**src/design/positional_insert_delete_list_assert.svh**
```systemverilog
// Assertion macros for the positional insert/delete list.
// Each macro expands to one labeled concurrent assertion that reports by $error.
`ifndef POSITIONAL_INSERT_DELETE_LIST_ASSERT_SVH
`define POSITIONAL_INSERT_DELETE_LIST_ASSERT_SVH

// Condition must hold at every clock edge outside reset.
`define PIDL_ASSERT_ALWAYS(name, clk, rst_n, cond) \
    name: assert property (@(posedge clk) disable iff (!rst_n) (cond)) \
        else $error("pidl assertion failed: condition");

// Consequent must hold in the same cycle as the antecedent.
`define PIDL_ASSERT_IMPLY(name, clk, rst_n, ante, cons) \
    name: assert property (@(posedge clk) disable iff (!rst_n) (ante) |-> (cons)) \
        else $error("pidl assertion failed: implication");

`endif

```
**src/design/pidl_pkg.sv**
```systemverilog
// ----------------------------------------------------------------------------
// pidl_pkg
// Field widths, request codes and status codes of the positional list.
// ----------------------------------------------------------------------------
`timescale 1ns / 1ps

package pidl_pkg;

    localparam int DEPTH_DEF = 32;

    localparam int REQ_W  = 2;
    localparam int POS_W  = 6;
    localparam int DATA_W = 32;
    localparam int ST_W   = 2;
    localparam int IDX_W  = 5;
    localparam int CNT_W  = 6;

    localparam logic [REQ_W-1:0] REQ_INSERT  = REQ_W'(0);
    localparam logic [REQ_W-1:0] REQ_DELETE  = REQ_W'(1);
    localparam logic [REQ_W-1:0] REQ_READOUT = REQ_W'(2);

    typedef enum logic [ST_W-1:0] {
        ST_OK     = 2'd0,
        ST_FULL   = 2'd1,
        ST_EMPTY  = 2'd2,
        ST_BADPOS = 2'd3
    } t_status;

endpackage

```
**src/design/positional_insert_delete_list.sv**
```systemverilog
// ----------------------------------------------------------------------------
// positional_insert_delete_list: packed list with insert/delete at a position.
// Insert shifts entries from the position up one, tail first, then writes the
// value; delete shifts later entries down one. A moved entry takes a read and
// a write state; readout emits entries in order. One request at a time.
// Reset clears the entry count; entry contents stay undefined until written.
// ----------------------------------------------------------------------------
`timescale 1ns / 1ps

module positional_insert_delete_list #(
    parameter int DEPTH = pidl_pkg::DEPTH_DEF
) (
    input  logic                                i_clk,
    input  logic                                i_rst_n,
    input  logic                                i_in_valid,
    output logic                                o_in_ready,
    input  logic [pidl_pkg::REQ_W-1:0]          i_req_type,
    input  logic [pidl_pkg::POS_W-1:0]          i_position,
    input  logic signed [pidl_pkg::DATA_W-1:0]  i_value,
    output logic                                o_out_valid,
    input  logic                                i_out_ready,
    output logic [pidl_pkg::ST_W-1:0]           o_status,
    output logic signed [pidl_pkg::DATA_W-1:0]  o_data,
    output logic [pidl_pkg::IDX_W-1:0]          o_index,
    output logic [pidl_pkg::CNT_W-1:0]          o_entry_count,
    output logic                                o_last
);
    import pidl_pkg::*;

    localparam int AW = $clog2(DEPTH);
    localparam int CW = $clog2(DEPTH + 1);
    localparam int XW = (CW > POS_W) ? CW : POS_W;
    localparam logic [CW-1:0] DEPTH_C = CW'(DEPTH);

    typedef enum logic [2:0] {
        S_IDLE,
        S_INS,
        S_INS_WR,
        S_DEL,
        S_DEL_WR,
        S_RD_ADDR,
        S_RD_OUT,
        S_EMIT
    } t_state;

    t_state                r_state;
    logic [CW-1:0]         r_count;
    logic [AW-1:0]         r_ptr;
    logic [AW-1:0]         r_pos;
    logic [DATA_W-1:0]     r_val;
    t_status               r_res_status;

    logic                  r_out_valid;
    t_status               r_out_status;
    logic [DATA_W-1:0]     r_out_data;
    logic [IDX_W-1:0]      r_out_index;
    logic [CNT_W-1:0]      r_out_count;
    logic                  r_out_last;

    logic [DATA_W-1:0]     r_mem [DEPTH];
    logic [DATA_W-1:0]     r_rd_data;

    logic                  w_out_free;
    logic                  w_out_load;
    logic [XW-1:0]         w_cnt_x;
    logic [XW-1:0]         w_in_pos_x;
    logic                  w_ptr_match;
    logic                  w_ptr_at_end;
    logic                  w_we;
    logic [AW-1:0]         w_waddr;
    logic [DATA_W-1:0]     w_wdata;
    logic [AW-1:0]         w_raddr;

    assign o_in_ready    = (r_state == S_IDLE);
    assign o_out_valid   = r_out_valid;
    assign o_status      = r_out_status;
    assign o_data        = r_out_data;
    assign o_index       = r_out_index;
    assign o_entry_count = r_out_count;
    assign o_last        = r_out_last;

    assign w_out_free   = !r_out_valid || i_out_ready;
    assign w_out_load   = ((r_state == S_RD_OUT) || (r_state == S_EMIT)) && w_out_free;
    assign w_cnt_x      = XW'(r_count);
    assign w_in_pos_x   = XW'(i_position);
    assign w_ptr_match  = (r_ptr == r_pos);
    assign w_ptr_at_end = ((XW'(r_ptr) + XW'(1)) == w_cnt_x);

    // Memory port: shift one entry per read/write pair.
    always_comb begin
        w_we    = 1'b0;
        w_waddr = r_ptr;
        w_wdata = r_rd_data;
        w_raddr = r_ptr;
        unique case (r_state)
            S_INS: begin
                w_raddr = r_ptr - AW'(1);
                w_we    = w_ptr_match;
                w_waddr = r_pos;
                w_wdata = r_val;
            end
            S_INS_WR: begin
                w_we = 1'b1;
            end
            S_DEL: begin
                w_raddr = r_ptr + AW'(1);
            end
            S_DEL_WR: begin
                w_we = 1'b1;
            end
            default: begin
                w_raddr = r_ptr;
            end
        endcase
    end

    always_ff @(posedge i_clk) begin
        if (w_we) begin
            r_mem[w_waddr] <= w_wdata;
        end
        r_rd_data <= r_mem[w_raddr];
    end

    always_ff @(posedge i_clk) begin
        if (!i_rst_n) begin
            r_state     <= S_IDLE;
            r_count     <= '0;
            r_out_valid <= 1'b0;
        end else begin
            if (w_out_load) begin
                r_out_valid <= 1'b1;
            end else if (r_out_valid && i_out_ready) begin
                r_out_valid <= 1'b0;
            end
            unique case (r_state)
                S_IDLE: begin
                    if (i_in_valid) begin
                        r_pos        <= AW'(i_position);
                        r_val        <= i_value;
                        r_res_status <= ST_OK;
                        priority if (i_req_type == REQ_INSERT) begin
                            priority if (r_count >= DEPTH_C) begin
                                r_res_status <= ST_FULL;
                                r_state      <= S_EMIT;
                            end else if (w_in_pos_x > w_cnt_x) begin
                                r_res_status <= ST_BADPOS;
                                r_state      <= S_EMIT;
                            end else begin
                                r_ptr   <= AW'(r_count);
                                r_state <= S_INS;
                            end
                        end else if (i_req_type == REQ_DELETE) begin
                            priority if (r_count == '0) begin
                                r_res_status <= ST_EMPTY;
                                r_state      <= S_EMIT;
                            end else if (w_in_pos_x >= w_cnt_x) begin
                                r_res_status <= ST_BADPOS;
                                r_state      <= S_EMIT;
                            end else begin
                                r_ptr   <= AW'(i_position);
                                r_state <= S_DEL;
                            end
                        end else if (i_req_type == REQ_READOUT) begin
                            if (r_count == '0) begin
                                r_res_status <= ST_EMPTY;
                                r_state      <= S_EMIT;
                            end else begin
                                r_ptr   <= '0;
                                r_state <= S_RD_ADDR;
                            end
                        end else begin
                            r_res_status <= ST_BADPOS;
                            r_state      <= S_EMIT;
                        end
                    end
                end
                S_INS: begin
                    if (w_ptr_match) begin
                        r_count <= r_count + CW'(1);
                        r_state <= S_EMIT;
                    end else begin
                        r_state <= S_INS_WR;
                    end
                end
                S_INS_WR: begin
                    r_ptr   <= r_ptr - AW'(1);
                    r_state <= S_INS;
                end
                S_DEL: begin
                    if (w_ptr_at_end) begin
                        r_count <= r_count - CW'(1);
                        r_state <= S_EMIT;
                    end else begin
                        r_state <= S_DEL_WR;
                    end
                end
                S_DEL_WR: begin
                    r_ptr   <= r_ptr + AW'(1);
                    r_state <= S_DEL;
                end
                S_RD_ADDR: begin
                    r_state <= S_RD_OUT;
                end
                S_RD_OUT: begin
                    // Hold the read address until the output register frees up.
                    if (w_out_free) begin
                        r_out_status <= ST_OK;
                        r_out_data   <= r_rd_data;
                        r_out_index  <= IDX_W'(r_ptr);
                        r_out_count  <= CNT_W'(r_count);
                        r_out_last   <= w_ptr_at_end;
                        if (w_ptr_at_end) begin
                            r_state <= S_IDLE;
                        end else begin
                            r_ptr   <= r_ptr + AW'(1);
                            r_state <= S_RD_ADDR;
                        end
                    end
                end
                S_EMIT: begin
                    if (w_out_free) begin
                        r_out_status <= r_res_status;
                        r_out_data   <= '0;
                        r_out_index  <= '0;
                        r_out_count  <= CNT_W'(r_count);
                        r_out_last   <= 1'b1;
                        r_state      <= S_IDLE;
                    end
                end
                default: begin
                    r_state <= S_IDLE;
                end
            endcase
        end
    end

`include "positional_insert_delete_list_assert.svh"

    `PIDL_ASSERT_ALWAYS(a_count_bound, i_clk, i_rst_n, r_count <= DEPTH_C)
    `PIDL_ASSERT_IMPLY(a_count_step, i_clk, i_rst_n, $past(i_rst_n), (r_count == $past(r_count)) || (r_count == $past(r_count) + CW'(1)) || (r_count == $past(r_count) - CW'(1)))
    `PIDL_ASSERT_IMPLY(a_write_in_shift, i_clk, i_rst_n, w_we, (r_state == S_INS) || (r_state == S_INS_WR) || (r_state == S_DEL_WR))

endmodule

```
**config.mk**
```make
export PLATFORM = sky130hd
export DESIGN_NAME = positional_insert_delete_list
export DESIGN_NICKNAME = d
export VERILOG_FILES = /design/src/design/pidl_pkg.sv /design/src/design/positional_insert_delete_list.sv
export VERILOG_INCLUDE_DIRS = /design/src /design/src/design
export SDC_FILE = /design/constraint.sdc
export NUM_CORES = 1
export LEC_CHECK = 0
export BUFFER_PORTS_ARGS = -buffer_cell sky130_fd_sc_hd__buf_2
export CAP_MARGIN = 20
export CORE_ASPECT_RATIO = 0.6
export CORE_MARGIN = 1
export CORE_UTILIZATION = 55
export DETAILED_ROUTE_END_ITERATION = 6
export PLACE_DENSITY_LB_ADDON = 0.1
export SETUP_SLACK_MARGIN = 0.02
export SYNTH_ARGS = -nofsm -noshare
export SYNTH_HDL_FRONTEND = slang
export SYNTH_SLANG_ARGS = --single-unit
```
**constraint.sdc**
```tcl
create_clock -name i_clk -period 3.6 [get_ports i_clk]
set_clock_uncertainty 0.15 [all_clocks]
set_input_delay 0.54 -clock i_clk [delete_from_list [all_inputs] [get_ports i_clk]]
set_output_delay 0.54 -clock i_clk [all_outputs]
set_load 0.005 [all_outputs]
```
; Yosys cells after proc, flatten, opt, wreduce, memory -nomap -nowiden
; Memories as Yosys holds them, arrays and structs flattened. A register that Yosys moved wholly into a read port is not among the register bits.
; Index checks and enable logic that the tools add are counted.
[classes]
muxes = 58
eq_ne = 22
addsub = 5
reduce_logical = 20
magnitude_cmp = 3
[ops]
columns = operator, n
row1 = $mux 32, 3
row2 = $mux 5, 14
row3 = $pmux 32 s2, 1
row4 = $mux 3, 12
row5 = $mux 2, 12
row6 = $pmux 3 s8, 1
row7 = $pmux 5 s2, 2
row8 = $pmux 5 s4, 1
row9 = $eq 3x3->1 const B, 4
row10 = $mux 6, 2
row11 = $ne 2x2->1 const B, 6
row12 = $pmux 6 s2, 1
row13 = $reduce_and 3->1, 4
row14 = $reduce_and 10->1, 1
row15 = $ne 3x3->1 const B, 3
row16 = $add 5x1->6 const B, 1
row17 = $add 6x1->6 const B, 1
row18 = $eq 3x2->1 const B, 2
row19 = $eq 6x6->1, 1
row20 = $ge 6x6->1, 1
row21 = $ge 6x6->1 const B, 1
row22 = $gt 6x6->1, 1
row23 = $logic_not 6->1, 1
row24 = $mux 1, 6
row25 = 20 further kinds, 26
[totals]
output_inout_bits = 48
ramBits = 1024
inputBits = 44
n_memories = 1
elab_cells = 121
regBits = 100
[memory_table]
columns = name, words, width, read_ports, rd_clocked_by_memory_dff, wr, line_no
row1 = r_mem, 32, 32, 1, 1, 1, positional_insert_delete_list.sv:60  ; logic [DATA_W-1:0] r_mem [DEPTH];

; Depth between registers and ports, before layout
[depth]
word_depth = 7
mapped_depth = 14

; Worst setup path before layout
; Ideal clock, no wire load.
[synth_timing]
path_type = register -> register
start = reg r_ptr[1]
end = mem r_mem[19][0], enable pin
path_slack_ns = -0.210
stages_incl_launch_ff = 9
arrival_time_ns = 3.239
t_required_ns = 3.029
setup_time_ns = 0.421
path_cell_list = edfxtp_1 buf_2 buf_2 buf_4 buf_1 a22oi_1 or2_2 clkbuf_1 nor2_1
[synth_via]
elab_chain_len = 4
word_cells_on_any_way = 5
[synth_lines]
columns = element, line_no
row1 = from (decl), positional_insert_delete_list.sv:48  ; logic [AW-1:0] r_ptr;
row2 = from (signal assigned), positional_insert_delete_list.sv:149  ; r_ptr <= AW'(r_count);
row3 = from (signal assigned), positional_insert_delete_list.sv:160  ; r_ptr <= AW'(i_position);
row4 = from (signal assigned), positional_insert_delete_list.sv:186  ; r_ptr <= r_ptr - AW'(1);
row5 = $eq 5x5->1, positional_insert_delete_list.sv:86  ; assign w_ptr_match = (r_ptr == r_pos);
row6 = $pmux 1 s2, positional_insert_delete_list.sv:95  ; unique case (r_state)
row7 = $mux 1, positional_insert_delete_list.sv:118  ; if (w_we) begin
row8 = $mux 1 (not written as such), positional_insert_delete_list.sv:119  ; r_mem[w_waddr] <= w_wdata;
row9 = to (decl), positional_insert_delete_list.sv:60
; Several ways; a longest one is shown, not always the timed one.

; Final worst setup path
[layout_timing]
start = reg r_ptr[1]
end = reg r_rd_data[7] (read register of r_mem)
[layout_via]
elab_chain_len = 2
word_cells_on_any_way = 3
[layout_lines]
columns = element, line_no
row1 = $add 5x1->5 / $sub 5x1->5 (equally long branches), "positional_insert_delete_list.sv:106, positional_insert_delete_list.sv:97"
row2 = $pmux 5 s2 *, positional_insert_delete_list.sv:95
row3 = to (decl), positional_insert_delete_list.sv:61  ; logic [DATA_W-1:0] r_rd_data;
; Every way passes the cells marked *; elsewhere a longest branch is shown, timed or not.
; A chain may end at the register's enable or synchronous reset.

==> flow_summary.yaml <==
clock_network:
  cts-root-buf: "clkbuf_16"
  clkSinkCount: 1156
  htreeDepth: 3
  cts.clk_slew.worst_paths_ps: 70
  cts-buffers-inserted: 104
  cts_tree: "done"
  clkLatencyLatePin_ps: 690
  clk_path_buf_depth: 3
global_routing:
  antenna_found_initial: 2
  grt_pass1_wl_mm: 192
  grtUsageTotal: 0.286
  grt_pass1_vias: 29000
  overflow: 0
  grt_max_degree: 130
worst_setup_path:
  r2r_end: "r_rd_data[7]"
  critPathMaxFanout: 82
  worstPathRequired_ps: 3980
  start_kind: "flip-flop"
  path_class: "reg -> reg"
  end_kind: "flip-flop"
  timing.rr.start: "r_ptr[1]"
  worstPathArrival_ps: 3790
  rrSetupSlack_ps: 190
  r2r_cells: 9
placement:
  hpwl_mm: 82.6
  post_dp_cell_area_um2: 52700
  dp_cells: 4388
  io_buffers: 91
  pre_cts_slack_ps: 274
  gp_congestion: 0.872
job:
  cap_violations: 0
sta:
  maxSlewHeadroom: 0.388
  max_freq_mhz: 293
  fin_crit_ps: 3410
  hold_viol: 0
  setup_violations: 0
  drv_slew: 0
  whs_ps: 89.5
  tightest_slew_ps: 918
  post-route-period-util: 0.947
  setup_slack_ps: 191
  rsz0062_at_grt: "false"
worst_hold_path:
  hp-class: "in -> reg"
  min_from: "i_rst_n"
  min_path_cells: 3
  holdPathEnd: "r_state[1]"
routing:
  route.met2.wl_mm: 54.4
  wl_mm: 131
  routed.top_layer: "met5"
  dr.first_iter.drc_count: 3488
  met3_length_mm: 14.4
  wire_per_inst_um: 28.4
  num_vias: 30100
  drt-met1-wl_mm: 60.1
  antenna_left: 0
  drc_errors: 0
  via_per_inst: 6.52
  first_pass_iters: 5
synth:
  yosysWarnings: 0
  synth_ff_type: "edfxtp_1"
  synth_seq_area_share: 0.689
  synth_seq_cells: 1156
  syn_nets: 3204
  synth_cell_types: 79
  synthCells: 3144
  async_reset_ff_frac: 0
  synth_area_um2: 49800
  synth_edf_count: 1114
  avgSynthCellArea_um2: 15.8
cells_and_area:
  postLayoutCellArea_um2: 56500
  layout_common_cells: "1,114 x edfxtp_1, 333 x mux2i_1, 244 x nand2_1"
  n_antenna_cell: 0
  final_common_cell: "edfxtp_1"
  fill_cells: 6271
  area_growth_pct: 13.5
  stdcell_count: 4616
  layout-drive-gt1-share: 0.209
  nets: 3373
run_status:
  outcome: "finished, final reports clean"
floorplan:
  placementRows: 85
  fp.dieH_um: 235
  ios: 92
  core_area_um2: 89700
  dieWidth_um: 390
  die-area_um2: 91700
  initial_core_util: 0.555
power:
  power_density_nw_per_um2: 728
  irDropWorstVdd_mv: 0.562
  p_leak_nw: 18.9
-- timing repair --
| action | in CTS | in global routing |
|---|---|---|
| endpoints found under the setup margin | 0 | 1 |
| endpoints found under the hold margin | 37 | 0 |
| buffers inserted | 0 | 0 |
| hold buffers | 37 | 0 |
| resized for setup | 0 | 1 |
-- per-layer routing --
layer  global-route usage  vias to the layer above
met3               0.0698                      162
met1                0.465                    15400
met4               0.0612                        2
met2                0.388                     1618
met5                    0                        -
li1                     -                    12900
-- registers in the layout, indices dropped and copies added, names as in the netlist --
name	cells
o_data	32
r_pos	5
r_count	6
r_res_status	2
r_rd_data	32
o_last	1
r_val	32
o_status	2
r_ptr	5
o_index	5
o_out_valid	1
o_entry_count	6
r_state	3
r_mem	1024
-- stage by stage --
step                       util  TNS, ps  total power [mW]
final                     0.630        0              41.1
after global routing      0.630        0              42.6
after CTS                 0.630        0              41.1
after detailed placement  0.588        0              29.9
after global placement    0.588        0              29.6
after floorplan               -   -93950              25.7
-- critical path, cell delays in order (launching register included) --
cell and delay [ps]:
edfxtp_1 370, buf_4 200, buf_12 380, buf_12 480
mux2_2 410, o21ai_0 160, a31oi_1 60, o32a_1 390
o22ai_1 330, o32ai_1 190
-- cell usage after synthesis (45+ instances only) --
cell type / instances / area share
o211ai_1: 46 / 0.0069
edfxtp_1: 1114 / 0.67
clkbuf_1: 109 / 0.0082
nor2_1: 89 / 0.0067
a21oi_1: 45 / 0.0045
buf_2: 59 / 0.0059
mux2_2: 130 / 0.029
o21ai_0: 100 / 0.010
mux2i_1: 333 / 0.067
a221oi_1: 51 / 0.0090
nand2_1: 244 / 0.018
nand3_1: 46 / 0.0046
nor3_1: 71 / 0.0071
a31oi_1: 51 / 0.0064
and2_1: 56 / 0.0070
mux4_2: 98 / 0.044
-- cell type report --
type	instances	area (um^2)	share of cell area
clock inverters	54	652	0.0115
repair buffers	294	2510	0.0444
flip-flops and latches	1156	34300	0.607
multi-input cells	1735	14700	0.260
well taps	1218	1520	0.0270
clock buffers	137	2770	0.0490
inverters	22	82.6	0.00146
-- power breakdown --
group / internal [mW] / switching (mW)
registers: 17.3 / 0.416
clock network: 6.42 / 4.88
logic: 4.34 / 7.79
total: 28.0 / 13.1
-- logic make-up after synthesis --
logic type / Yosys count / share of synthesized area
compound gates: 554 / 0.0824
mux: 563 / 0.141
simple gates: 575 / 0.0532
buf+inv: 253 / 0.0237
xor+xnor: 27 / 0.00608
fa+ha+maj: 16 / 0.00417
flops: 1156 / 0.689
-- how the worst max path moves through the flow --
stage	startpoint	end	depth (start not counted)
finish	r_ptr[1]	r_rd_data[7]	9
global route	r_ptr[1]	r_rd_data[14]	9
CTS	r_ptr[1]	r_rd_data[7]	9
detailed placement	r_ptr[1]	r_rd_data[7]	9
global placement	r_ptr[1]	r_rd_data[7]	9
floorplan	r_ptr[1]	r_mem[19][0]	8
Note: power is estimated with default switching activity, not from simulation.
